--- config.mk ---
export PLATFORM = sky130hd
export DESIGN_NAME = amt_div
export DESIGN_NICKNAME = d
export VERILOG_FILES = /design/src/sv/amt_pkg.sv /design/src/sv/amt_div.sv
export SDC_FILE = /design/constraint.sdc
export NUM_CORES = 1
export LEC_CHECK = 0
export ABC_AREA = 1
export BUFFER_PORTS_ARGS = -buffer_cell sky130_fd_sc_hd__buf_2
export CAP_MARGIN = 20
export CORE_AREA = 2 2 75 130
export CTS_BUF_LIST = sky130_fd_sc_hd__clkbuf_16
export DETAILED_ROUTE_END_ITERATION = 16
export DIE_AREA = 0 0 77 132
export SETUP_SLACK_MARGIN = 0.3
export SYNTH_ARGS = -nofsm -noshare
export SYNTH_HDL_FRONTEND = slang
export SYNTH_SLANG_ARGS = --single-unit
export TNS_END_PERCENT = 100
--- constraint.sdc ---
create_clock -name i_clk -period 4.5 [get_ports i_clk]
set_input_delay 0.675 -clock i_clk [delete_from_list [all_inputs] [get_ports i_clk]]
set_output_delay 0.675 -clock i_clk [all_outputs]
set_load 0.02 [all_outputs]
--- src/sv/amt_pkg.sv ---
`timescale 1ns / 1ps

package amt_pkg;

    localparam int DIV_NUM_W = 21;   // quotient width of 2^20 / n
    localparam int DIV_DEN_W = 14;   // window area up to 127 * 127

    localparam logic [1:0] CFG_FRAME_WIDTH   = 2'd0;
    localparam logic [1:0] CFG_FRAME_HEIGHT  = 2'd1;
    localparam logic [1:0] CFG_WINDOW_RADIUS = 2'd2;
    localparam logic [1:0] CFG_BIAS_Q10      = 2'd3;

    localparam logic REQ_LOAD  = 1'b0;
    localparam logic REQ_QUERY = 1'b1;

    typedef enum logic [3:0] {
        S_IDLE,
        S_LD_RD,
        S_LD_WR,
        S_Q_GEO,
        S_Q_RD,
        S_Q_MUL,
        S_Q_WAIT,
        S_Q_THR,
        S_Q_FIN
    } t_state;

endpackage

--- src/sv/amt_div.sv ---
`timescale 1ns / 1ps

module amt_div (
    input  logic                          i_clk,
    input  logic                          i_rst_n,
    input  logic                          i_start,
    input  logic [amt_pkg::DIV_DEN_W-1:0] i_den,
    output logic                          o_busy,
    output logic [amt_pkg::DIV_NUM_W-1:0] o_quo
);
    import amt_pkg::*;

    localparam int CW = $clog2(DIV_NUM_W);

    logic                 r_busy;
    logic [CW-1:0]        r_cnt;
    logic [DIV_DEN_W-1:0] r_den;
    logic [DIV_DEN_W-1:0] r_rem;
    logic [DIV_NUM_W-1:0] r_quo;
    logic [DIV_DEN_W:0]   rem_sh;
    logic                 fits;

    // numerator is 2^20: only its top bit is set
    always_comb begin
        rem_sh = {r_rem, (r_cnt == '0)};
        fits   = (rem_sh >= {1'b0, r_den});
    end

    always_ff @(posedge i_clk) begin
        if (!i_rst_n) begin
            r_busy <= 1'b0;
            r_cnt  <= '0;
        end else if (i_start) begin
            r_busy <= 1'b1;
            r_cnt  <= '0;
        end else if (r_busy) begin
            r_cnt <= r_cnt + CW'(1);
            if (r_cnt == CW'(DIV_NUM_W - 1)) begin
                r_busy <= 1'b0;
            end
        end
    end

    always_ff @(posedge i_clk) begin
        if (i_start) begin
            r_den <= i_den;
            r_rem <= '0;
            r_quo <= '0;
        end else if (r_busy) begin
            r_rem <= fits ? DIV_DEN_W'(rem_sh - {1'b0, r_den}) : rem_sh[DIV_DEN_W-1:0];
            r_quo <= {r_quo[DIV_NUM_W-2:0], fits};
        end
    end

    assign o_busy = r_busy;
    assign o_quo  = r_quo;

endmodule

==> results.cfg, run 1 <==
[final_layout]
fin_nets = 512
multiInputGateArea_um2 = 1500
regArea_um2 = 1240
drive_gt1_share_pct = 11.9
final_common_cell = nand2_1
fillCellCount = 994
diodes = 0
syn_to_final_growth_pct = 14.4
mostFrequentLayoutCells = nand2_1, inv_1, nor2_1

[pwr]
p_leak_nw = 1.93
ir_drop_mv = 0.277
powerDensity_nw_per_um2 = 319

[route]
wirelength_mm = 7.16
drc = 0
dr.first_iter.drc_count = 137
wl_per_cell_um = 12.0
viasPerCell = 4.60
first_pass_iters = 4
via_count = 2749
ant_nets = 0

[timing]
finalCriticalPeriod_ns = 2.66
finalHoldViolCount = 0
slew_headroom_pct = 40.6
setup-violations-final = 0
slew_violations = 0
setup_ws_ns = 1.84
worst_pin_slew_ns = 0.890
setup_tns_ns = 0
fin_worst_skew_ns = 0.00914
rsz0062_at_grt = false
fmax_ghz = 0.376
post-route-period-util_pct = 59.1

[status]
status = finished clean

[floorplan]
die_w_um = 77
rows = 46
core_area_um2 = 9090
ios = 39
die_h_um = 132
dieArea_um2 = 10200
start_util_pct = 34.0

[min_path]
hp-class = flip-flop to flip-flop

[worst_setup_path]
crit_type = flip-flop to flip-flop
critPathCaptureType = flip-flop
cp_max_fo = 15
worst_ep_required_time_ns = 4.70
critPathArrivalTime_ns = 2.86
worst_setup_path_start_kind = flip-flop

[grt]
grt.overflow.total = 0
grtUsageTotal_pct = 14.9
grt_pass1_wl_mm = 12.1
grt_max_degree = 45
grt_pass1_vias = 2756
antenna_found_initial = 0

[synthesis]
synth_top_cell_by_area = dfxtp_1
syn-num-nets = 478
netlist_instances = 443
synth.area.top_cells = dfxtp_1, nand2_1, edfxtp_1
synth-seq-area-share_pct = 40.1
yosysWarnings = 0
synth_top_area_share_pct = 26.5
synthDistinctLibCells = 34
synthesis.area_um2 = 3090
ys_seq_elements = 55
synth.avg_cell_area_um2 = 6.98

[place]
dp_hpwl_mm = 5.22
io_buffers = 38
place_ws_ns = 1.87
gp_congestion = 0.843

[cts]
ctsResizeCount = 0
cts_num_sinks = 55
clk_root_buffer_cell = clkbuf_16
hold_buffers = 0
clock_latency_ns = 0.30
clk_path_buf_depth = 2
clk_pin_slew_worst_paths_ns = 0.08
cts_setup_buffers = 0
cts_inserted_buffers = 5
cts_max_level = 2
cts_tree = yes

[flow_run]
drv_cap = 0
==> power by group <==
| part | internal [mW] | total, mW | switching (mW) |
|---|---|---|---|
| registers | 0.534 | 0.548 | 0.0137 |
| clock network | 0.241 | 0.423 | 0.182 |
| logic | 0.0525 | 0.160 | 0.107 |
| total | 0.827 | 1.13 | 0.303 |
==> layer usage <==
| metal | global-route usage, % | wire, um |
|---|---|---|
| met1 | 14.8 | 2870 |
| met2 | 28.1 | 3810 |
| met3 | 2.60 | 184 |
| met4 | 9.03 | 286 |
| met5 | 0 | 0 |
==> path summary, 6_finish.rpt <==
path                            cells after the start      from   endpoint  slack (ns)
worst min-delay path                                2  o_quo[9]  o_quo[10]        0.50
worst max register to register                     16  r_cnt[1]  r_rem[12]        1.84
worst max-delay path                               16  r_cnt[1]  r_rem[12]        1.84
worst min register to register                      2  o_quo[9]  o_quo[10]        0.50
==> cells by family after synthesis <==
group                    synth area share (%)
adder cells (fa/ha/maj)                  7.53
AO/OA/AOI/OAI                            6.56
AND/OR/NAND/NOR                          32.4
buffers and inverters                    11.4
flip-flops                               40.1
XOR/XNOR                                 1.98
==> critical path, cell delays in order, from the launching register on <==
cell     delay (ns)
dfxtp_1        0.34
inv_1          0.08
ha_1           0.17
inv_1          0.04
nor4_1         0.31
inv_1          0.13
ha_1           0.31
nand3_1        0.08
nor2_1         0.05
nand2_1        0.09
nand3_2        0.09
nor2_4         0.38
nor2_4         0.13
nand2_1        0.16
nand3_1        0.08
nand2_1        0.06
inv_1          0.05
==> registers in the layout, summed over array words and instances (netlist names) <==
name    count
r_rem      14
r_cnt       5
o_quo      21
r_den      14
o_busy      1
==> synth_stat cells <==
cell type and n:
or2_0 1, nand3_2 2, nand3b_1 1, nand2_2 3
and2_1 1, a21oi_2 2, xnor2_1 1, o21a_1 2
inv_1 76, inv_2 1, nor2_4 2, nand3_1 35
nor2_1 69, nand2_1 115, a21oi_1 8, a211oi_1 1
nor2_2 1, edfxtp_1 14, clkbuf_1 5, fa_1 1
buf_6 1, buf_4 3, nor3_1 3, dfxtp_1 41
nor4_1 1, o21ai_0 20, nor3b_1 1, a41oi_1 1
a31oi_1 1, ha_1 17, xor2_1 6, a21o_1 1
buf_1 3, nand4_1 3
==> metrics by stage <==
stage          cells  hold slack [ns]  utilization (%)  total power, mW  area (um^2)
2_1_floorplan    443            0.484                -            0.670         3090
3_5_place_dp     590            0.491             37.1            0.720         3380
6_report         598            0.503             38.9             1.13         3540
3_3_place_gp     590            0.480             37.1            0.718         3380
4_1_cts          598            0.506             38.9             1.15         3540
5_1_grt          598            0.535             38.9             1.18         3540
==> cell type report <==
type	count	area share, %
Multi-Input combinational cell	299	42.3
Clock buffer	6	4.24
Clock inverter	2	0.354
Tap cell	120	4.24
Timing Repair Buffer	39	5.59
Inverter	77	8.17
Sequential cell	55	35.1
Power figures use the tool's default switching activity.
==> run 2: changes to the inputs <==
==> constraint.sdc (replaced) <==
create_clock -name i_clk -period 2.6 [get_ports i_clk]
set_input_delay 0.39 -clock i_clk [delete_from_list [all_inputs] [get_ports i_clk]]
set_output_delay 0.39 -clock i_clk [all_outputs]
set_load 0.02 [all_outputs]
==> results.cfg, run 2 (synthesis results as in run 1) <==
[grt]
grt_pass1_vias = 2791
met2_usage_pct = 28.4
grtUsageTotal_pct = 14.9
grt_pass1_wl_mm = 12.3
grt.overflow.total = 0
grt_use_met3_pct = 2.12
grt_use_met1_pct = 15.1
grt-busiest-layer = met2
antenna_found_initial = 0
grt_max_degree = 44

[cts]
clock_latency_ns = 0.30
clk_pin_slew_worst_paths_ns = 0.08
clk_root_buffer_cell = clkbuf_16
clk_path_buf_depth = 2
cts_tree = yes
cts_inserted_buffers = 5
cts_num_sinks = 55
hold_buffers = 0
cts_max_level = 2

[timing]
worst_pin_slew_ns = 0.677
slew_headroom_pct = 54.8
slew_violations = 0
finalCriticalPeriod_ns = 2.21
rsz0062_at_grt = true
fin_worst_skew_ns = 0.00535
finalHoldViolCount = 0
setup-violations-final = 0
fin_hold_ws_ns = 0.258
post-route-period-util_pct = 85.2
fmax_ghz = 0.452
setup_tns_ns = 0

[final_layout]
final_common_cell = nand2_1
drive_gt1_share_pct = 22.6
mostFrequentLayoutCells = nand2_1, inv_1, nor2_1
fillCellCount = 983
syn_to_final_growth_pct = 23.1
fin_nets = 525
diodes = 0
regArea_um2 = 1250
multiInputGateArea_um2 = 1640
finalInstanceArea_um2 = 3810
largest_register_ffs = 21
stdcell_count = 611

[worst_setup_path]
cpLargestDelayFamily = simple AND/OR/NAND/NOR gates
worst-path-buf-inv = 6
ff2ff_path_depth = 18
cp_max_fo = 4
critPathArrivalTime_ns = 2.46
crit_path_cell_trace = inv_2, ha_4, inv_2, nor4_4, inv_2, ha_4, inv_4, nand3_2, nand2_2, nand2_2, a21oi_2, nor2_4, nor2_4, clkbuf_16, nand2_2, nand3_2, nand2_1, inv_1
worst_setup_path_start_kind = flip-flop
rrSetupSlack_ns = 0.39
worst_ep_required_time_ns = 2.85
crit_type = flip-flop to flip-flop
max_stage_delay_ns = 0.34
slowest_stage = dfxtp_2
critPathCaptureType = flip-flop
r2r_start = r_cnt[1]
reg2reg_to = r_rem[3]

[route]
wirelength_mm = 7.38
dr.first_iter.drc_count = 127
ant_nets = 0
drc = 0
wl_per_cell_um = 12.1
first_pass_iters = 4
via_count = 2796
viasPerCell = 4.58

[floorplan]
start_util_pct = 34.0
core_area_um2 = 9090
die_w_um = 77
rows = 46
die_h_um = 132
dieArea_um2 = 10200
ios = 39

[min_path]
hp-class = input pin to flip-flop
whs_path_depth = 1
hold_path_end = r_den[0]
hold_path.startpoint = i_den[0]

[pwr]
p_leak_nw = 2.08
totalPowerFinal_mw = 1.96
powerDensity_nw_per_um2 = 516
ir_drop_mv = 0.437

[place]
dp_hpwl_mm = 5.33
place_area_um2 = 3420
gp_congestion = 0.880
dpl.cell_count = 596
io_buffers = 38

[status]
status = finished clean

[flow_run]
drv_cap = 0
-- run 2: area by class of cell --
| type | instances | area share [%] |
|---|---|---|
| Multi-Input combinational cell | 299 | 43.1 |
| Inverter | 77 | 7.66 |
| Timing Repair Buffer | 52 | 8.54 |
| Sequential cell | 55 | 32.7 |
| Clock buffer | 5 | 3.29 |
| Tap cell | 120 | 3.94 |
| Clock inverter | 3 | 0.690 |
-- run 2: stage by stage --
step	util (%)	setup slack, ns
floorplan	-	0.484
global placement	37.6	0.288
detailed placement	37.6	0.199
CTS	39.6	0.325
global route	41.9	0.263
finish	41.9	0.386
-- run 2: routing by layer --
| metal | share of wire (%) | wire, um |
|---|---|---|
| met2 | 55 | 4030 |
| met3 | 2.7 | 203 |
| met1 | 38 | 2840 |
| met4 | 4.2 | 313 |
| met5 | 0 | 0 |
-- run 2: where the power goes --
part | internal [mW] | leakage (nW) | switching [mW]
combinational | 0.111 | 1.54 | 0.202
sequential | 0.923 | 0.473 | 0.0251
clock | 0.367 | 0.0762 | 0.335
total | 1.40 | 2.08 | 0.562
-- run 2: worst max path at each step --
| stage | start | cells after the start | end | slack, ns |
|---|---|---|---|---|
| floorplan | r_cnt[1] | 16 | r_rem[0] | 0.48 |
| global placement | r_cnt[1] | 17 | r_rem[12] | 0.29 |
| detailed placement | r_cnt[1] | 17 | r_rem[12] | 0.20 |
| CTS | r_cnt[1] | 18 | r_rem[8] | 0.32 |
| global route | r_cnt[1] | 18 | r_rem[4] | 0.26 |
| finish | r_cnt[1] | 18 | r_rem[3] | 0.39 |
-- run 2: repair_timing --
| item | 4_1_cts | 5_1_grt |
|---|---|---|
| setup endpoints to repair | 14 | 15 |
| pin swaps | 1 | 10 |
| gates cloned | 0 | 1 |
| resized for setup | 3 | 42 |
| buffers inserted | 1 | 5 |
